$ cat config.mk
export PLATFORM = sky130hd
export DESIGN_NAME = byte_pattern_position_finder
export DESIGN_NICKNAME = d
export VERILOG_FILES = /design/src/rtl/core/bppf_pkg.sv /design/src/rtl/core/byte_pattern_position_finder.sv /design/src/rtl/core/bppf_cfg_regs.sv /design/src/rtl/core/bppf_matcher.sv /design/src/rtl/core/bppf_skid.sv
export SDC_FILE = /design/constraint.sdc
export NUM_CORES = 1
export LEC_CHECK = 0
export BUFFER_PORTS_ARGS = -buffer_cell sky130_fd_sc_hd__buf_2
export CORE_ASPECT_RATIO = 0.9
export CORE_MARGIN = 3
export CORE_UTILIZATION = 34
export DETAILED_ROUTE_END_ITERATION = 7
export SETUP_SLACK_MARGIN = 0.5
export SLEW_MARGIN = 20
export SYNTH_ARGS = -nofsm -noshare
export SYNTH_HDL_FRONTEND = slang
export SYNTH_SLANG_ARGS = --single-unit
$ cat constraint.sdc
create_clock -name clk_i -period 13.6 [get_ports clk_i]
set_input_delay 0 -clock clk_i [delete_from_list [all_inputs] [get_ports clk_i]]
set_output_delay 0 -clock clk_i [all_outputs]
set_load 0.02 [all_outputs]
$ cat src/rtl/core/bppf_pkg.sv
// shared types and constants for the byte pattern position finder
// no dependencies; imported by every module of the block
package bppf_pkg;

  localparam int unsigned MaxPatternDefault   = 16;
  localparam int unsigned PositionWidthDefault = 32;

  localparam int unsigned CfgIdxW   = 8;
  localparam int unsigned CfgDataW  = 64;
  localparam int unsigned PatBytesW = 128;
  localparam int unsigned PatLenW   = 5;
  localparam int unsigned LimitW    = 32;
  localparam int unsigned OutPosW   = 32;

  typedef enum logic [CfgIdxW-1:0] {
    CFG_PAT_LOW  = 8'd0,
    CFG_PAT_HIGH = 8'd1,
    CFG_PAT_LEN  = 8'd2,
    CFG_LIMIT    = 8'd3
  } bppf_cfg_idx_e;

  typedef struct packed {
    logic [PatBytesW-1:0] pattern;
    logic [PatLenW-1:0]   length;
    logic [LimitW-1:0]    limit;
  } bppf_cfg_t;

  typedef struct packed {
    logic [OutPosW-1:0] position;
    logic               found;
    logic               done;
  } bppf_result_t;

endpackage

$ cat src/rtl/core/byte_pattern_position_finder.sv
// byte pattern position finder top level
// depends on bppf_pkg, bppf_cfg_regs, bppf_matcher, bppf_skid
//
// Input stream s_axis carries one byte per word, tlast on the final byte of
// a stream. Output stream m_axis carries a word whenever a pattern occurrence
// ends at the accepted byte (tuser high, tdata = 1-based start position) or
// the byte is the last of its stream (tlast high, tdata zero if no match).
// Bytes that produce neither give no output word.
// The cfg channel writes pattern bytes, pattern length and match limit by
// register index; it is always ready and should be written while idle.
// Each output word is registered in bppf_skid before it appears on m_axis.
// Throughput: one byte per cycle while tready is high; the compare over the whole
// pattern window and the position counter update complete in that single cycle.
// When m_axis stalls, one more word is held in a skid register and s_axis
// tready drops until that register drains.
// Reset clears the window, both counters and the output valid flags, and sets
// pattern length to 1, the match limit to all ones, pattern bytes to zero.
module byte_pattern_position_finder import bppf_pkg::*; #(
  parameter int unsigned MAX_PATTERN    = MaxPatternDefault,
  parameter int unsigned POSITION_WIDTH = PositionWidthDefault
) (
  input  logic                clk_i,
  input  logic                rst_ni,
  input  logic                s_axis_tvalid,
  output logic                s_axis_tready,
  input  logic [7:0]          s_axis_tdata,   // data_byte
  input  logic                s_axis_tlast,
  output logic                m_axis_tvalid,
  input  logic                m_axis_tready,
  output logic [31:0]         m_axis_tdata,   // match_position
  output logic                m_axis_tuser,   // match_found
  output logic                m_axis_tlast,
  input  logic                cfg_valid_i,
  output logic                cfg_ready_o,
  input  logic [CfgIdxW-1:0]  cfg_index_i,
  input  logic [CfgDataW-1:0] cfg_data_i
);

  bppf_cfg_t    cfg;
  bppf_result_t result, out_word;
  logic         accept, has_result;

  assign accept = s_axis_tvalid && s_axis_tready;

  bppf_cfg_regs u_cfg (
    .clk_i       (clk_i),
    .rst_ni      (rst_ni),
    .cfg_valid_i (cfg_valid_i),
    .cfg_ready_o (cfg_ready_o),
    .cfg_index_i (cfg_index_i),
    .cfg_data_i  (cfg_data_i),
    .cfg_o       (cfg)
  );

  bppf_matcher #(
    .MAX_PATTERN    (MAX_PATTERN),
    .POSITION_WIDTH (POSITION_WIDTH)
  ) u_matcher (
    .clk_i        (clk_i),
    .rst_ni       (rst_ni),
    .accept_i     (accept),
    .byte_i       (s_axis_tdata),
    .last_i       (s_axis_tlast),
    .cfg_i        (cfg),
    .has_result_o (has_result),
    .result_o     (result)
  );

  bppf_skid u_skid (
    .clk_i       (clk_i),
    .rst_ni      (rst_ni),
    .push_i      (accept && has_result),
    .data_i      (result),
    .ready_o     (s_axis_tready),
    .valid_o     (m_axis_tvalid),
    .pop_ready_i (m_axis_tready),
    .data_o      (out_word)
  );

  assign m_axis_tdata = out_word.position;
  assign m_axis_tuser = out_word.found;
  assign m_axis_tlast = out_word.done;

endmodule

$ cat src/rtl/core/bppf_cfg_regs.sv
// configuration register file: pattern bytes, pattern length, match limit
// depends on bppf_pkg
module bppf_cfg_regs import bppf_pkg::*; (
  input  logic                clk_i,
  input  logic                rst_ni,
  input  logic                cfg_valid_i,
  output logic                cfg_ready_o,
  input  logic [CfgIdxW-1:0]  cfg_index_i,
  input  logic [CfgDataW-1:0] cfg_data_i,
  output bppf_cfg_t           cfg_o
);

  logic [CfgDataW-1:0] pat_low_q, pat_high_q;
  logic [PatLenW-1:0]  pat_len_q;
  logic [LimitW-1:0]   limit_q;

  assign cfg_ready_o = 1'b1;

  always_ff @(posedge clk_i or negedge rst_ni) begin
    if (!rst_ni) begin
      pat_low_q  <= '0;
      pat_high_q <= '0;
      pat_len_q  <= PatLenW'(1);
      limit_q    <= '1;
    end else if (cfg_valid_i) begin
      case (cfg_index_i)
        CFG_PAT_LOW:  pat_low_q  <= cfg_data_i;
        CFG_PAT_HIGH: pat_high_q <= cfg_data_i;
        CFG_PAT_LEN:  pat_len_q  <= cfg_data_i[PatLenW-1:0];
        CFG_LIMIT:    limit_q    <= cfg_data_i[LimitW-1:0];
        default: ;
      endcase
    end
  end

  assign cfg_o.pattern = {pat_high_q, pat_low_q};
  assign cfg_o.length  = pat_len_q;
  assign cfg_o.limit   = limit_q;

endmodule

$ cat src/rtl/core/bppf_matcher.sv
// byte window, parallel pattern compare and per-stream position counters
// depends on bppf_pkg
module bppf_matcher import bppf_pkg::*; #(
  parameter int unsigned MAX_PATTERN    = MaxPatternDefault,
  parameter int unsigned POSITION_WIDTH = PositionWidthDefault
) (
  input  logic         clk_i,
  input  logic         rst_ni,
  input  logic         accept_i,
  input  logic [7:0]   byte_i,
  input  logic         last_i,
  input  bppf_cfg_t    cfg_i,
  output logic         has_result_o,
  output bppf_result_t result_o
);

  localparam int unsigned LenW = $clog2(MAX_PATTERN + 1);
  localparam int unsigned IdxW = (MAX_PATTERN > 1) ? $clog2(MAX_PATTERN) : 1;
  localparam int unsigned ExtW = (POSITION_WIDTH > OutPosW) ? POSITION_WIDTH : OutPosW;

  logic [MAX_PATTERN-1:0][7:0] win_q, win_d;
  logic [POSITION_WIDTH-1:0]   seen_q, seen_d, seen_inc, pos;
  logic [LimitW-1:0]           matches_q, matches_d;
  logic [LenW-1:0]             len;
  logic [LenW-1:0]             tap;
  logic [IdxW-1:0]             idx;
  logic                        counted, eq, found;
  logic [ExtW-1:0]             pos_ext;

  always_comb begin
    if (cfg_i.length == '0) begin
      len = LenW'(1);
    end else if (32'(cfg_i.length) > MAX_PATTERN) begin
      len = LenW'(MAX_PATTERN);
    end else begin
      len = LenW'(cfg_i.length);
    end
  end

  always_comb begin
    win_d[0] = byte_i;
    for (int i = 1; i < MAX_PATTERN; i++) begin
      win_d[i] = win_q[i-1];
    end
  end

  always_comb begin
    eq  = 1'b1;
    tap = '0;
    idx = '0;
    for (int k = 0; k < MAX_PATTERN; k++) begin
      tap = LenW'(len - LenW'(1) - LenW'(k));
      idx = tap[IdxW-1:0];
      if (LenW'(k) < len && win_d[idx] != cfg_i.pattern[8*k +: 8]) begin
        eq = 1'b0;
      end
    end
  end

  assign counted  = (seen_q != '1);
  assign seen_inc = seen_q + POSITION_WIDTH'(1);
  assign found    = counted && (seen_inc >= POSITION_WIDTH'(len)) &&
                    (matches_q < cfg_i.limit) && eq;
  assign pos      = seen_inc - POSITION_WIDTH'(len) + POSITION_WIDTH'(1);
  assign pos_ext  = ExtW'(pos);

  always_comb begin
    if (last_i) begin
      seen_d    = '0;
      matches_d = '0;
    end else begin
      seen_d    = counted ? seen_inc : seen_q;
      matches_d = found ? matches_q + LimitW'(1) : matches_q;
    end
  end

  always_ff @(posedge clk_i or negedge rst_ni) begin
    if (!rst_ni) begin
      win_q     <= '0;
      seen_q    <= '0;
      matches_q <= '0;
    end else if (accept_i) begin
      win_q     <= last_i ? '0 : win_d;
      seen_q    <= seen_d;
      matches_q <= matches_d;
    end
  end

  assign has_result_o      = found || last_i;
  assign result_o.position = found ? pos_ext[OutPosW-1:0] : '0;
  assign result_o.found    = found;
  assign result_o.done     = last_i;

`ifndef SYNTH
  a_last_clears: assert property (@(posedge clk_i) disable iff (!rst_ni)
    (accept_i && last_i) |=> (seen_q == '0 && matches_q == '0))
    else $error("stream end did not clear counters");
  a_seen_step: assert property (@(posedge clk_i) disable iff (!rst_ni)
    (accept_i && !last_i && seen_q != '1) |=> (seen_q == $past(seen_q) + POSITION_WIDTH'(1)))
    else $error("byte counter did not advance");
  a_found_in_stream: assert property (@(posedge clk_i) disable iff (!rst_ni)
    found |-> (seen_inc >= POSITION_WIDTH'(len) && pos != '0))
    else $error("match reported before pattern fits in stream");
`endif

endmodule

$ cat src/rtl/core/bppf_skid.sv
// result register with a skid stage so one more word is taken while output stalls
// depends on bppf_pkg
module bppf_skid import bppf_pkg::*; (
  input  logic         clk_i,
  input  logic         rst_ni,
  input  logic         push_i,
  input  bppf_result_t data_i,
  output logic         ready_o,
  output logic         valid_o,
  input  logic         pop_ready_i,
  output bppf_result_t data_o
);

  logic         out_valid_q, out_valid_d;
  logic         skid_valid_q, skid_valid_d;
  bppf_result_t out_q, out_d;
  bppf_result_t skid_q, skid_d;
  logic         pop, load_out;

  assign pop      = out_valid_q && pop_ready_i;
  assign load_out = !out_valid_q || pop;
  assign ready_o  = !skid_valid_q;

  always_comb begin
    out_valid_d  = out_valid_q;
    skid_valid_d = skid_valid_q;
    out_d        = out_q;
    skid_d       = skid_q;
    if (load_out) begin
      if (skid_valid_q) begin
        out_valid_d  = 1'b1;
        out_d        = skid_q;
        skid_valid_d = 1'b0;
      end else begin
        out_valid_d = push_i;
        out_d       = data_i;
      end
    end else if (push_i) begin
      skid_valid_d = 1'b1;
      skid_d       = data_i;
    end
  end

  always_ff @(posedge clk_i or negedge rst_ni) begin
    if (!rst_ni) begin
      out_valid_q  <= 1'b0;
      skid_valid_q <= 1'b0;
    end else begin
      out_valid_q  <= out_valid_d;
      skid_valid_q <= skid_valid_d;
    end
  end

  always_ff @(posedge clk_i) begin
    out_q  <= out_d;
    skid_q <= skid_d;
  end

  assign valid_o = out_valid_q;
  assign data_o  = out_q;

`ifndef SYNTH
  a_skid_behind_out: assert property (@(posedge clk_i) disable iff (!rst_ni)
    skid_valid_q |-> out_valid_q)
    else $error("skid holds a word while output register is empty");
  a_no_push_when_full: assert property (@(posedge clk_i) disable iff (!rst_ni)
    skid_valid_q |-> !ready_o)
    else $error("ready while skid is occupied");
  a_stall_fills_skid: assert property (@(posedge clk_i) disable iff (!rst_ni)
    (push_i && out_valid_q && !pop_ready_i) |=> skid_valid_q)
    else $error("word lost during output stall");
`endif

endmodule

-- After elaboration in Yosys (flattened, before gate mapping)
Cells that the tools add are included.
- multiply operators: 0
- reduce and logical (&&, ||, !) cells: 38
- shift-type cells: 0
- $add $sub $neg: 20
- bitwise logic cells: 1
- equality and inequality tests: 20
- div/mod/pow operators: 0
- muxes and demuxes: 60
- $lt $le $gt $ge: 35
- operators with widths (cell ; number):
    8-bit binary-select mux with 4-bit select ; 16
    32-bit 2-to-1 mux ; 5
    8-bit 2-to-1 mux ; 16
    8-bit != test ; 16
    120-bit 2-to-1 mux ; 1
    32-bit by 1-bit adder with 32-bit output (second input constant) ; 3
    4-bit by 5-bit less-than comparator with 1-bit output (second input constant) ; 16
    4-bit by 5-bit less-than comparator with 1-bit output (first input constant) ; 8
    34-bit 2-to-1 mux ; 1
    32-bit by 5-bit greater-or-equal comparator with 1-bit output ; 1
    32-bit less-than comparator ; 1
    32-bit != test (second input constant) ; 1
    32-bit by 5-bit subtractor with 32-bit output ; 1
    4-bit subtractor (second input constant) ; 8
    1-bit logical AND ; 22
    3-bit by 5-bit less-than comparator with 1-bit output (first input constant) ; 4
    1-bit 2-to-1 mux ; 19
    8-bit by 2-bit == test with 1-bit output (second input constant) ; 2
    4-bit by 3-bit subtractor with 4-bit output (second input constant) ; 4
    2-bit AND reduction ; 7
    1-bit by 5-bit less-than comparator with 1-bit output (first input constant) ; 2
    2-bit by 5-bit less-than comparator with 1-bit output (first input constant) ; 2
    5-bit 2-to-1 mux ; 2
    8-bit by 1-bit == test with 1-bit output (second input constant) ; 1
    9 further kinds ; 15
- bits in registers: 419
- memories: 0
- latch bits: 0
- bits in writable memories: 0
- output and inout port bits: 37
- input bits: 86
- ROM bits: 0

-- Depth between registers and ports, before layout
Gate-level depths: netlist of the first run.
- depth in word-level cells: 29
- gate-level depth with buffers: 31
- mapped depth without buffers: 23

-- By module
A second synthesis of the first run with hierarchy kept.
- cell total of the unflattened synthesis: 2810
- area total of the unflattened synthesis: 29707.2 sq um
- by module, submodules not included (module ; times used ; sequential area each (sq um) ; area an instance (sq um) ; cells each):
    bppf_matcher ; 1 ; 4604.4 ; 20807.5 ; 2338
    bppf_cfg_regs ; 1 ; 4170.2 ; 6207.2 ; 355
    bppf_skid ; 1 ; 2092.0 ; 2680.1 ; 115
    byte_pattern_position_finder ; 1 ; 0.0 ; 12.5 ; 2

-- Least setup slack after synthesis of the first run
Ideal clock, no wire load.
- path type: reg2reg
- start: register u_cfg.pat_len_q[4]
- end: register u_skid.skid_q[0] in the netlist's numbering (enable)
- arrival time: 9.326 ns
- path buffers: 10
- slack: 3.807 ns
- stages on the path, launching flop included: 30
- data required time: 13.132 ns
- cells stage by stage: dfrtp_1 buf_2 or4_4 buf_6 nand2_8 inv_2 buf_2 buf_4 buf_2 buf_2 ha_1 xnor2_1 inv_2 buf_1 ha_1 and2_1 a32o_1 a211oi_1 buf_2 buf_2 mux2i_1 xnor2_1 or3_1 a211oi_1 o221a_1 and4_4 o2111ai_4 clkbuf_1 o21a_1 nor3_1
- word-level cells in the longest chain between the ends: 28
- elaborated cells between the ends (all ways): 123
- those cells by class: add/sub: 16; order compare: 18; eq/ne: 16; mux: 50; reduce/logical: 23
- ends and longest elaborated chain (element ; RTL line ; text):
    start: declaration ; bppf_cfg_regs.sv:14 ; logic [PatLenW-1:0] pat_len_q;
    start signal: assignment ; bppf_cfg_regs.sv:23 ; pat_len_q <= PatLenW'(1);
    start signal: assignment ; bppf_cfg_regs.sv:29 ; CFG_PAT_LEN: pat_len_q <= cfg_data_i[PatLenW-1:0];
    5-bit > comparator ; bppf_matcher.sv:33 ; end else if (32'(cfg_i.length) > MAX_PATTERN) begin
    5-bit 2-to-1 mux ; bppf_matcher.sv:33 ;
    5-bit 2-to-1 mux (*) ; bppf_matcher.sv:31 ; if (cfg_i.length == '0) begin
    4-bit by 1-bit subtractor with 4-bit output ; bppf_matcher.sv:52 ; tap = LenW'(len - LenW'(1) - LenW'(k));
    4-bit by 1-bit subtractor with 4-bit output / 8-bit binary-select mux with 4-bit select (equally long branches) ; bppf_matcher.sv:52, bppf_matcher.sv:54 ;
    8-bit binary-select mux with 4-bit select / 8-bit 2-to-1 mux (equally long branches) ; bppf_matcher.sv:54 ; if (LenW'(k) < len && win_d[idx] != cfg_i.pattern[8*k +: 8]) begin
    8-bit 2-to-1 mux (implied by the code) / 8-bit != test (equally long branches) ; bppf_matcher.sv:54 ;
    8-bit != test / 1-bit logical AND (equally long branches) ; bppf_matcher.sv:54 ;
    1-bit logical AND / 1-bit 2-to-1 mux (equally long branches) ; bppf_matcher.sv:54 ;
    1-bit 2-to-1 mux (15 in a row) ; bppf_matcher.sv:54 ;
    1-bit logical AND (*) ; bppf_matcher.sv:63 ; (matches_q < cfg_i.limit) && eq;
    1-bit logical OR (*) ; bppf_matcher.sv:89 ; assign has_result_o = found || last_i;
    1-bit logical AND (*) ; byte_pattern_position_finder.sv:72 ; .push_i (accept && has_result),
    2-bit AND reduction (no line) (*) ; -- ;
    end signal: assignment ; bppf_skid.sv:56 ; skid_q <= skid_d;
    end: declaration ; bppf_skid.sv:17 ; bppf_result_t skid_q, skid_d;
Every way passes the cells marked *; elsewhere a longest branch is shown, timed or not. The select of a mux whose other input is x is not followed.
A chain may end at the register's enable or synchronous reset.

-- Worst setup path in the final report of the first run
- start: register u_cfg.pat_len_q[3]
- end: register u_skid.out_q (netlist bit u_skid.data_o[33]) (data pin)
- word-level cells in the longest chain between the ends: 27
- elaborated cells between the ends (all ways): 124
- those cells by class: add/sub: 18; order compare: 18; eq/ne: 16; mux: 52; reduce/logical: 20
- ends and longest elaborated chain (element ; RTL line ; text):
    5-bit > comparator ; bppf_matcher.sv:33 ;
    5-bit 2-to-1 mux ; bppf_matcher.sv:33 ;
    5-bit 2-to-1 mux (*) ; bppf_matcher.sv:31 ;
    4-bit by 1-bit subtractor with 4-bit output ; bppf_matcher.sv:52 ;
    4-bit by 1-bit subtractor with 4-bit output / 8-bit binary-select mux with 4-bit select (equally long branches) ; bppf_matcher.sv:52, bppf_matcher.sv:54 ;
    8-bit binary-select mux with 4-bit select / 8-bit 2-to-1 mux (equally long branches) ; bppf_matcher.sv:54 ;
    8-bit 2-to-1 mux (implied by the code) / 8-bit != test (equally long branches) ; bppf_matcher.sv:54 ;
    8-bit != test / 1-bit logical AND (equally long branches) ; bppf_matcher.sv:54 ;
    1-bit logical AND / 1-bit 2-to-1 mux (equally long branches) ; bppf_matcher.sv:54 ;
    1-bit 2-to-1 mux (15 in a row) ; bppf_matcher.sv:54 ;
    1-bit logical AND ; bppf_matcher.sv:63 ;
    32-bit 2-to-1 mux (*) ; bppf_matcher.sv:90 ; assign result_o.position = found ? pos_ext[OutPosW-1:0] : '0;
    34-bit 2-to-1 mux (*) ; bppf_skid.sv:30 ; if (skid_valid_q) begin
    end signal: assignment ; bppf_skid.sv:55 ; out_q <= out_d;
    end: declaration ; bppf_skid.sv:16 ; bppf_result_t out_q, out_d;
Marks and branches as above.

==> impl_metrics.prom, run 1 <==
# TYPE chip_impl_metric gauge
chip_impl_info{name="worst_hold_path_type",value="in -> async"} 1
chip_impl_metric{name="max_cap_violations",unit=""} 0
chip_impl_info{name="tritoncts_clock_tree",value="yes"} 1
chip_impl_info{name="path_common_cell",value="sky130_fd_sc_hd__buf_4"} 1
chip_impl_metric{name="cts_hold_repair.buffers",unit=""} 76
chip_impl_metric{name="final_period_minus_worst_setup_slack",unit="ns"} 8.74
chip_impl_metric{name="p_r_area_growth_vs_syn",unit="%"} 12.9
chip_impl_metric{name="synth_cells",unit=""} 2903
chip_impl_metric{name="slew_violations",unit=""} 0
chip_impl_metric{name="drtIter0Drc",unit=""} 2350
chip_impl_metric{name="whs",unit="ns"} -0.0147
chip_impl_metric{name="yosysUniqueCellTypes",unit=""} 89
chip_impl_info{name="critical-path-top-delay-family",value="simple AND/OR/NAND/NOR gates"} 1
chip_impl_metric{name="synth_simple_gate_area_share",unit="%"} 13.2
chip_impl_metric{name="grt_pass1_wl",unit="µm"} 142000
chip_impl_metric{name="grt_antenna_before_repair",unit=""} 1
chip_impl_metric{name="worst-r2r-cell-count",unit=""} 20
chip_impl_metric{name="finish.utilization",unit="%"} 39.1
chip_impl_metric{name="synth_enable_flop_cells",unit=""} 68
chip_impl_metric{name="fmax",unit="GHz"} 0.114
chip_impl_metric{name="critical_path_data_arrival_time",unit="ns"} 9.14
chip_impl_metric{name="grt.total_usage",unit="%"} 19.8
chip_impl_metric{name="worst_slew_pin_slew",unit="ns"} 1.05
chip_impl_metric{name="rows",unit=""} 102
chip_impl_metric{name="die_w",unit="µm"} 319
chip_impl_info{name="regToRegEndpoint",value="u_skid.data_o[33]$_DFFE_PN_"} 1
chip_impl_info{name="synth.most_common_cell",value="sky130_fd_sc_hd__nand2_1"} 1
chip_impl_metric{name="power.sequential.fraction",unit="%"} 37.3
chip_impl_metric{name="hold_viol",unit=""} 8
chip_impl_metric{name="yosys.area_share.xor_xnor",unit="%"} 5.30
chip_impl_info{name="violations",value="hold timing"} 1
chip_impl_metric{name="synth.yosys.seq_area_share",unit="%"} 36.1
chip_impl_metric{name="synth_top_area_share",unit="%"} 26.5
chip_impl_metric{name="antenna_violating_nets_post_route",unit=""} 0
chip_impl_metric{name="dr.pass1.iters",unit=""} 6
chip_impl_metric{name="cts_made_buffers",unit=""} 49
chip_impl_metric{name="ys_ff_latch",unit=""} 419
chip_impl_metric{name="design.die.area",unit="µm²"} 92000
chip_impl_metric{name="async_flop_share",unit="%"} 83.8
chip_impl_info{name="crit_chain",value="or4_4 > nand2_8 > inv_2 > ha_1 > clkinv_1 > buf_4 > ha_1 > a221oi_1 > nand4_1 > nand2_1 > mux4_2 > xnor2_1 > nand4_1 > nor4_1 > buf_4 > a21oi_1 > or3_4 > or2_2 > buf_4 > o41ai_2"} 1
chip_impl_metric{name="report.final.setup_viol",unit=""} 0
chip_impl_metric{name="wirelength",unit="µm"} 93400
chip_impl_metric{name="start_util",unit="%"} 34.6
chip_impl_info{name="cp-end-kind",value="flip-flop"} 1
chip_impl_metric{name="total_power",unit="W"} 0.00372
chip_impl_info{name="cell_chosen_for_the_clock_root",value="sky130_fd_sc_hd__clkbuf_16"} 1
chip_impl_metric{name="timing.setup.tns",unit="ns"} 0
chip_impl_metric{name="leakage",unit="nW"} 14.2
chip_impl_metric{name="clock_power_share",unit="%"} 34.9
chip_impl_metric{name="place_congestion",unit=""} 0.968
chip_impl_info{name="combinational_family_with_the_most_area_after_synthesis",value="multiplexers"} 1
chip_impl_info{name="leading_post_synthesis_cells_by_instance_count",value="427 x sky130_fd_sc_hd__nand2_1, 318 x sky130_fd_sc_hd__dfrtp_1, 228 x sky130_fd_sc_hd__mux2i_1"} 1
chip_impl_metric{name="setup_slack",unit="ns"} 4.86
chip_impl_info{name="crit_path_start_kind",value="flip-flop"} 1
chip_impl_metric{name="grt_max_degree",unit=""} 123
chip_impl_metric{name="clock_slew_seen_by_the_registers_of_the_worst_setup_and_hold_paths",unit="ns"} 0.06
chip_impl_metric{name="worst_ir_drop_vdd",unit="mV"} 0.0827
chip_impl_info{name="r2r_start",value="u_cfg.pat_len_q[3]$_DFFE_PN0P_"} 1
chip_impl_metric{name="clock-skew-final",unit="ns"} 0.0273
chip_impl_metric{name="max_slew_margin",unit="%"} 28.0
chip_impl_metric{name="p_switching",unit="W"} 0.00122
chip_impl_metric{name="switching_share",unit="%"} 32.8
chip_impl_metric{name="detailedPlacementHpwl",unit="µm"} 68300
chip_impl_metric{name="critPathMaxFanout",unit=""} 69
chip_impl_info{name="synthTopCellsByArea",value="sky130_fd_sc_hd__dfrtp_1 26%, sky130_fd_sc_hd__mux4_2 12%, sky130_fd_sc_hd__mux2i_1 7.6%, sky130_fd_sc_hd__edfxtp_1 6.8%, sky130_fd_sc_hd__mux2_2 6.7%"} 1
chip_impl_metric{name="cts_post_setup_buffers_inserted",unit=""} 0
chip_impl_metric{name="portBuffers",unit=""} 121
chip_impl_metric{name="synth_mux_area_share",unit="%"} 26.0
chip_impl_info{name="worst-setup-path-type",value="reg -> reg"} 1
chip_impl_metric{name="htreeDepth",unit=""} 2
chip_impl_metric{name="yosys_warnings",unit=""} 0
chip_impl_metric{name="worstSkewPairLatency",unit="ns"} 0.60
chip_impl_metric{name="drive_above_1_share",unit="%"} 21.5
chip_impl_metric{name="grt.overflow.total",unit=""} 0
chip_impl_metric{name="cts_repair_resize_count",unit=""} 0
chip_impl_metric{name="average_wire_per_cell_in_the_routed_design",unit="µm"} 22.3
chip_impl_metric{name="first_global_vias",unit=""} 22400
chip_impl_metric{name="io_pins",unit=""} 123
chip_impl_metric{name="number_of_antenna_repair_diodes",unit=""} 0
chip_impl_metric{name="route.detailed.drc",unit=""} 0
chip_impl_metric{name="critical-path-max-stage-delay",unit="ns"} 0.92
chip_impl_metric{name="internal_power",unit="W"} 0.00250
chip_impl_metric{name="numClockSinks",unit=""} 419
chip_impl_info{name="status",value="finished, violations left"} 1
chip_impl_metric{name="power_per_cell_area",unit="nW/µm²"} 110
chip_impl_metric{name="synth.cell_area",unit="µm²"} 30100
chip_impl_metric{name="die_height",unit="µm"} 288
chip_impl_metric{name="syn-num-nets",unit=""} 3090
chip_impl_metric{name="detailedPlace.worstSlack",unit="ns"} 5.09
chip_impl_metric{name="routed_via_density",unit=""} 5.70
chip_impl_metric{name="post_synth_fa_ha_maj_area_fraction",unit="%"} 4.25
chip_impl_metric{name="power.share.combinational",unit="%"} 27.8
chip_impl_metric{name="ff2ff_setup_slack",unit="ns"} 4.86
chip_impl_info{name="rsz0062_at_grt",value="no"} 1
chip_impl_metric{name="maximum_clock_insertion_buffer_count",unit=""} 3
chip_impl_metric{name="synth_compound_area_share",unit="%"} 10.9
chip_impl_metric{name="required",unit="ns"} 14.00
chip_impl_info{name="synth.largest_area_cell",value="sky130_fd_sc_hd__dfrtp_1"} 1
chip_impl_metric{name="vias",unit=""} 23800
chip_impl_metric{name="synth.avg_cell_area",unit="µm²"} 10.4
chip_impl_metric{name="fp.coreArea",unit="µm²"} 86800
chip_impl_metric{name="period_share",unit="%"} 64.3
chip_impl_metric{name="final_nets",unit=""} 3184
chip_impl_info{name="crit_slowest_cell",value="sky130_fd_sc_hd__nand2_1"} 1
chip_impl_metric{name="crit_buf_inv",unit=""} 5
chip_impl_info{name="ys_dominant_reg_cell",value="sky130_fd_sc_hd__dfrtp_1"} 1
-- layer usage --
metal	vias to the layer above	routed length (µm)	track usage, %	share of wire, %
met5	-	0	0	0
li1	10900	-	-	-
met3	160	7970	4.84	8.5
met1	11800	41900	28.4	45
met2	897	40500	29.5	43
met4	0	3020	6.05	3.2
-- worst max path at each step --
| stage | slack (ns) | cells past startpoint | end | startpoint |
|---|---|---|---|---|
| CTS | 5.08 | 18 | u_skid.data_o[33]$_DFFE_PN_ | u_cfg.pat_len_q[3]$_DFFE_PN0P_ |
| detailed placement | 5.09 | 18 | u_skid.data_o[21]$_DFFE_PN_ | u_cfg.pat_len_q[3]$_DFFE_PN0P_ |
| floorplan | 3.81 | 29 | u_skid.skid_q[0]$_DFFE_PP_ | u_cfg.pat_len_q[4]$_DFFE_PN0P_ |
| finish | 4.86 | 20 | u_skid.data_o[33]$_DFFE_PN_ | u_cfg.pat_len_q[3]$_DFFE_PN0P_ |
| global route | 4.36 | 20 | u_skid.data_o[33]$_DFFE_PN_ | u_cfg.pat_len_q[3]$_DFFE_PN0P_ |
| global placement | 5.13 | 18 | u_skid.data_o[33]$_DFFE_PN_ | u_cfg.pat_len_q[3]$_DFFE_PN0P_ |
-- state kept, by name, indices dropped and copies added, names as in the netlist --
name and cells:
u_matcher.seen_q 32, u_cfg.pat_len_q 5, u_skid.data_o 34, u_matcher.matches_q 32, u_skid.skid_valid_q 1, u_skid.valid_o 1
u_matcher.win_d 120, u_skid.skid_q 34, u_cfg.pat_high_q 64, u_cfg.pat_low_q 64, u_cfg.limit_q 32
-- logic make-up (layout without fill, tap and decap cells) --
| group | count (synthesis) | in the layout |
|---|---|---|
| AO/OA/AOI/OAI | 504 | 504 |
| adder cells (fa/ha/maj) | 101 | 101 |
| other | 1 | 1 |
| buffers and inverters | 295 | 429 |
| XOR/XNOR | 182 | 182 |
| flip-flops | 419 | 419 |
| AND/OR/NAND/NOR | 838 | 838 |
| multiplexers | 563 | 563 |
-- area by class of cell --
type	count	area, µm²
fill	8404	52800
multi-input combinational	2189	18000
sequential	419	10900
timing repair buffer	238	1700
tap	1144	1430
clock buffer	69	1360
inverter	100	380
clock inverter	22	211
-- stage by stage --
stage	std cells	area, µm²
after global placement	4013	31600
after floorplan	2903	30100
after CTS	4180	33900
final	4181	34000
after detailed placement	4013	31600
after global routing	4181	34000
-- placed cells by master (no fill, tap or decap), types with 49 or more instances in the layout --
| cell | netlist | routed |
|---|---|---|
| sky130_fd_sc_hd__xor2_1 | 68 | 68 |
| sky130_fd_sc_hd__dfrtp_1 | 318 | 317 |
| sky130_fd_sc_hd__xnor2_1 | 114 | 114 |
| sky130_fd_sc_hd__mux2i_1 | 228 | 228 |
| sky130_fd_sc_hd__buf_2 | 36 | 120 |
| sky130_fd_sc_hd__nor2_1 | 93 | 92 |
| sky130_fd_sc_hd__a21oi_1 | 62 | 62 |
| sky130_fd_sc_hd__dlygate4sd3_1 | 0 | 76 |
| sky130_fd_sc_hd__nand2_1 | 427 | 424 |
| sky130_fd_sc_hd__nand3_1 | 53 | 53 |
| sky130_fd_sc_hd__ha_1 | 99 | 99 |
| sky130_fd_sc_hd__inv_1 | 92 | 91 |
| sky130_fd_sc_hd__edfxtp_1 | 68 | 68 |
| sky130_fd_sc_hd__nor3_1 | 61 | 59 |
| sky130_fd_sc_hd__clkbuf_16 | 0 | 49 |
| sky130_fd_sc_hd__mux4_2 | 156 | 156 |
| sky130_fd_sc_hd__mux2_2 | 179 | 179 |
| sky130_fd_sc_hd__o21ai_0 | 199 | 198 |
-- power by group through the flow --
stage,clock network [W],registers [W],logic [W]
2_1_floorplan,0,0.00140,0.000720
5_1_grt,0.00138,0.00139,0.00111
3_3_place_gp,0,0.00141,0.000996
3_5_place_dp,0,0.00141,0.00100
4_1_cts,0.00133,0.00139,0.00102
6_report,0.00130,0.00139,0.00103
-- worst register-to-register path, delay by kind of cell, from the launching register on --
family,cells,cell delay (ns)
AO/OA/AOI/OAI,3,1.04
XOR/XNOR,1,0.15
adder cells (fa/ha/maj),2,1.15
buffers and inverters,5,1.40
flip-flops,1,0.64
multiplexers,1,0.46
AND/OR/NAND/NOR,8,3.72
No activity file was read; power rests on OpenSTA's default activity.
==> inputs of run 2 (changes only) <==
--- a/config.mk
+++ b/config.mk
@@ -5,6 +5,7 @@
 export SDC_FILE = /design/constraint.sdc
 export NUM_CORES = 1
 export LEC_CHECK = 0
+export ABC_AREA = 1
 export BUFFER_PORTS_ARGS = -buffer_cell sky130_fd_sc_hd__buf_2
 export CORE_ASPECT_RATIO = 0.9
 export CORE_MARGIN = 3
==> constraint.sdc (replaced) <==
create_clock -name clk_i -period 8.3 [get_ports clk_i]
set_input_delay 0 -clock clk_i [delete_from_list [all_inputs] [get_ports clk_i]]
set_output_delay 0 -clock clk_i [all_outputs]
set_load 0.02 [all_outputs]
==> run 2 against run 1 <==
Compared with the run above: the run now ends clean; non-clock buffer count is the same; utilization grew 0.55 points; flip-flop and latch count is the same; sequential share of layout area grew 0.81 points; largest cell class unchanged; clock power grew 92%.
==> impl_metrics.prom, run 2 <==
# TYPE chip_impl_metric gauge
chip_impl_info{name="status",value="completed"} 1
chip_impl_metric{name="p_r_area_growth_vs_syn",unit="%"} 14.7
chip_impl_metric{name="worst_slew_pin_slew",unit="ns"} 1.11
chip_impl_metric{name="die_height",unit="µm"} 282
chip_impl_metric{name="worstSkewPairLatency",unit="ns"} 0.64
chip_impl_info{name="synth.largest_area_cell",value="sky130_fd_sc_hd__dfrtp_1"} 1
chip_impl_metric{name="htreeDepth",unit=""} 2
chip_impl_info{name="synth.most_common_cell",value="sky130_fd_sc_hd__nand2_1"} 1
chip_impl_metric{name="syn-num-nets",unit=""} 4467
chip_impl_metric{name="worst_ir_drop_vdd",unit="mV"} 0.168
chip_impl_metric{name="dr.pass1.iters",unit=""} 6
chip_impl_metric{name="layout.cells.non_filler",unit=""} 5538
chip_impl_metric{name="drtIter0Drc",unit=""} 2858
chip_impl_metric{name="synth.cell_area",unit="µm²"} 28900
chip_impl_metric{name="yosys_warnings",unit=""} 0
chip_impl_metric{name="max_slew_margin",unit="%"} 26.1
chip_impl_metric{name="fin_area",unit="µm²"} 33100
chip_impl_info{name="tritoncts_clock_tree",value="yes"} 1
chip_impl_metric{name="synth_top_area_share",unit="%"} 27.6
chip_impl_metric{name="grt.overflow.total",unit=""} 0
chip_impl_metric{name="final_nets",unit=""} 4561
chip_impl_metric{name="grt.total_usage",unit="%"} 22.0
chip_impl_metric{name="worst-r2r-cell-count",unit=""} 25
chip_impl_metric{name="critPathMaxFanout",unit=""} 53
chip_impl_metric{name="cts_made_buffers",unit=""} 51
chip_impl_metric{name="first_global_vias",unit=""} 25900
chip_impl_metric{name="route.detailed.drc",unit=""} 0
chip_impl_metric{name="io_pins",unit=""} 123
chip_impl_info{name="mostFrequentLayoutCell",value="sky130_fd_sc_hd__nand2_1"} 1
chip_impl_metric{name="place_area",unit="µm²"} 30400
chip_impl_metric{name="number_of_antenna_repair_diodes",unit=""} 0
chip_impl_metric{name="timing.setup.tns",unit="ns"} 0
chip_impl_metric{name="clock-skew-final",unit="ns"} 0.0381
chip_impl_info{name="worst-setup-path-type",value="reg -> reg"} 1
chip_impl_info{name="cell_chosen_for_the_clock_root",value="sky130_fd_sc_hd__clkbuf_16"} 1
chip_impl_metric{name="drive_above_1_share",unit="%"} 7.22
chip_impl_metric{name="cts_repair_resize_count",unit=""} 0
chip_impl_metric{name="required",unit="ns"} 8.54
chip_impl_metric{name="max_cap_violations",unit=""} 0
chip_impl_info{name="crit_path_start_kind",value="flip-flop"} 1
chip_impl_metric{name="yosysUniqueCellTypes",unit=""} 51
chip_impl_metric{name="period_share",unit="%"} 82.0
chip_impl_metric{name="grt_antenna_before_repair",unit=""} 0
chip_impl_metric{name="antenna_violating_nets_post_route",unit=""} 0
chip_impl_metric{name="grt_max_degree",unit=""} 156
chip_impl_metric{name="slew_violations",unit=""} 0
chip_impl_metric{name="largest_register_ff_count",unit=""} 120
chip_impl_info{name="worst_hold_path_type",value="in -> reg"} 1
chip_impl_metric{name="hold_viol",unit=""} 0
chip_impl_metric{name="synth.yosys.seq_area_share",unit="%"} 37.6
chip_impl_metric{name="fp.coreArea",unit="µm²"} 83500
chip_impl_info{name="leading_post_synthesis_cells_by_instance_count",value="1,632 x sky130_fd_sc_hd__nand2_1, 614 x sky130_fd_sc_hd__nand3_1, 433 x sky130_fd_sc_hd__inv_1"} 1
chip_impl_metric{name="maximum_clock_insertion_buffer_count",unit=""} 3
chip_impl_metric{name="place_congestion",unit=""} 0.963
chip_impl_metric{name="leakage",unit="nW"} 16.6
chip_impl_metric{name="power_per_cell_area",unit="nW/µm²"} 231
chip_impl_info{name="rsz0062_at_grt",value="no"} 1
chip_impl_metric{name="final_period_minus_worst_setup_slack",unit="ns"} 6.81
chip_impl_metric{name="total_power",unit="W"} 0.00764
chip_impl_metric{name="detailedPlacementHpwl",unit="µm"} 72300
chip_impl_metric{name="portBuffers",unit=""} 121
chip_impl_metric{name="synth.avg_cell_area",unit="µm²"} 6.74
chip_impl_metric{name="fmax",unit="GHz"} 0.147
chip_impl_metric{name="vias",unit=""} 28700
chip_impl_info{name="layout_common_cells",value="1,626 x sky130_fd_sc_hd__nand2_1, 613 x sky130_fd_sc_hd__nand3_1, 432 x sky130_fd_sc_hd__inv_1, 318 x sky130_fd_sc_hd__dfrtp_1, 237 x sky130_fd_sc_hd__o21ai_0"} 1
chip_impl_metric{name="filler_cell_count",unit=""} 8886
chip_impl_metric{name="design.die.area",unit="µm²"} 88400
chip_impl_metric{name="numClockSinks",unit=""} 419
chip_impl_metric{name="regArea",unit="µm²"} 10900
chip_impl_metric{name="critical_path_data_arrival_time",unit="ns"} 7.05
chip_impl_info{name="cp-end-kind",value="flip-flop"} 1
chip_impl_metric{name="start_util",unit="%"} 34.6
chip_impl_metric{name="average_wire_per_cell_in_the_routed_design",unit="µm"} 17.9
chip_impl_metric{name="grt_pass1_wl",unit="µm"} 153000
chip_impl_metric{name="placed_cells",unit=""} 5365
chip_impl_info{name="synthTopCellsByArea",value="sky130_fd_sc_hd__dfrtp_1 28%, sky130_fd_sc_hd__nand2_1 21%, sky130_fd_sc_hd__nand3_1 11%, sky130_fd_sc_hd__edfxtp_1 7.1%, sky130_fd_sc_hd__inv_1 5.6%"} 1
chip_impl_metric{name="report.final.setup_viol",unit=""} 0
chip_impl_metric{name="synth_enable_flop_cells",unit=""} 68
chip_impl_metric{name="ys_ff_latch",unit=""} 419
chip_impl_metric{name="synth_cells",unit=""} 4280
chip_impl_info{name="ys_dominant_reg_cell",value="sky130_fd_sc_hd__dfrtp_1"} 1
chip_impl_metric{name="die_w",unit="µm"} 313
chip_impl_metric{name="async_flop_share",unit="%"} 83.8
chip_impl_metric{name="wirelength",unit="µm"} 98900
chip_impl_metric{name="multi_input_area",unit="µm²"} 15600
chip_impl_metric{name="rows",unit=""} 100
chip_impl_metric{name="routed_via_density",unit=""} 5.18
chip_impl_metric{name="clock_slew_seen_by_the_registers_of_the_worst_setup_and_hold_paths",unit="ns"} 0.06
chip_impl_metric{name="min_path_cells",unit=""} 5
run 2: final timing paths:
check | start | endpoint | slack (ns)
max in group asynchronous | rst_ni | u_skid.valid_o$_DFFE_PN0N_ | 5.98
min in group asynchronous | rst_ni | u_cfg.pat_high_q[40]$_DFFE_PN0P_ | 0.51
hold / removal | cfg_index_i[1] | u_cfg.pat_len_q[0]$_DFFE_PN1P_ | 0.05
setup reg to reg | u_cfg.pat_len_q[4]$_DFFE_PN0P_ | u_skid.skid_q[5]$_DFFE_PP_ | 1.49
setup / recovery | u_cfg.pat_len_q[4]$_DFFE_PN0P_ | u_skid.skid_q[5]$_DFFE_PP_ | 1.49
hold reg to reg | u_cfg.limit_q[15]$_DFFE_PN1P_ | u_cfg.limit_q[15]$_DFFE_PN1P_ | 0.49
run 2: critical path, cell delays in order (launching register included):
cell and delay [ns]:
sky130_fd_sc_hd__dfrtp_1 0.46, sky130_fd_sc_hd__inv_2 0.16, sky130_fd_sc_hd__nand2_2 0.34, sky130_fd_sc_hd__buf_4 0.60
sky130_fd_sc_hd__ha_1 0.31, sky130_fd_sc_hd__nand3_1 0.15, sky130_fd_sc_hd__nand2_2 0.50, sky130_fd_sc_hd__nand2_1 0.10
sky130_fd_sc_hd__nand2_1 0.53, sky130_fd_sc_hd__nand2_1 0.16, sky130_fd_sc_hd__nand2_1 0.10, sky130_fd_sc_hd__nand2_1 0.05
sky130_fd_sc_hd__nand2_1 0.05, sky130_fd_sc_hd__nand3_1 0.06, sky130_fd_sc_hd__nor2_1 0.11, sky130_fd_sc_hd__nand2_1 0.14
sky130_fd_sc_hd__nand2_1 0.09, sky130_fd_sc_hd__nand2_1 0.15, sky130_fd_sc_hd__nand2_1 0.11, sky130_fd_sc_hd__nand2_1 0.05
sky130_fd_sc_hd__nor2_1 0.14, sky130_fd_sc_hd__nand2_1 0.08, sky130_fd_sc_hd__buf_4 0.24, sky130_fd_sc_hd__nand2_1 0.14
sky130_fd_sc_hd__nand2_2 0.47, sky130_fd_sc_hd__nor2_4 0.97
run 2: logic make-up after synthesis:
group / after synthesis / share of synthesized area, %
XOR/XNOR: 86 / 2.69
buffers and inverters: 640 / 8.67
adder cells (fa/ha/maj): 101 / 4.43
other: 1 / 0.0130
AND/OR/NAND/NOR: 2538 / 37.1
flip-flops: 419 / 37.6
AO/OA/AOI/OAI: 495 / 9.49
run 2: per-stage QoR:
step           worst slack [ns]  utilization (%)  hold slack, ns
6_report                   1.49             39.7          0.0507
5_1_grt                   0.763             39.7          0.0771
4_1_cts                    1.57             39.6         0.00670
3_5_place_dp               1.58             36.5         -0.0473
3_3_place_gp               1.75             36.5         -0.0457
2_1_floorplan              2.03                -          -0.296
run 2: final cells by class:
| type | count | share of cell area (%) |
|---|---|---|
| Timing Repair Buffer | 238 | 5.26 |
| Inverter | 443 | 5.02 |
| Clock buffer | 65 | 4.26 |
| Multi-Input combinational cell | 3221 | 47.0 |
| Sequential cell | 419 | 32.8 |
| Clock inverter | 30 | 1.39 |
| Tap cell | 1122 | 4.24 |
run 2: power by group:
part	leakage, nW	total (W)	internal [W]	switching (W)
combinational	10.3	0.00289	0.000827	0.00206
sequential	5.44	0.00225	0.00219	0.0000535
clock	0.914	0.00250	0.00152	0.000981
total	16.6	0.00764	0.00455	0.00309
run 2: repair_timing:
item,in CTS,in global routing
hold buffers,77,0
setup buffers,0,0
hold endpoints to repair,336,0
setup endpoints to repair,0,0
run 2: layer usage:
metal,global-route usage (%),part of all wire [%]
met1,30.9,45
met2,33.2,42
met3,4.55,8.5
met4,8.72,4.2
met5,0,0
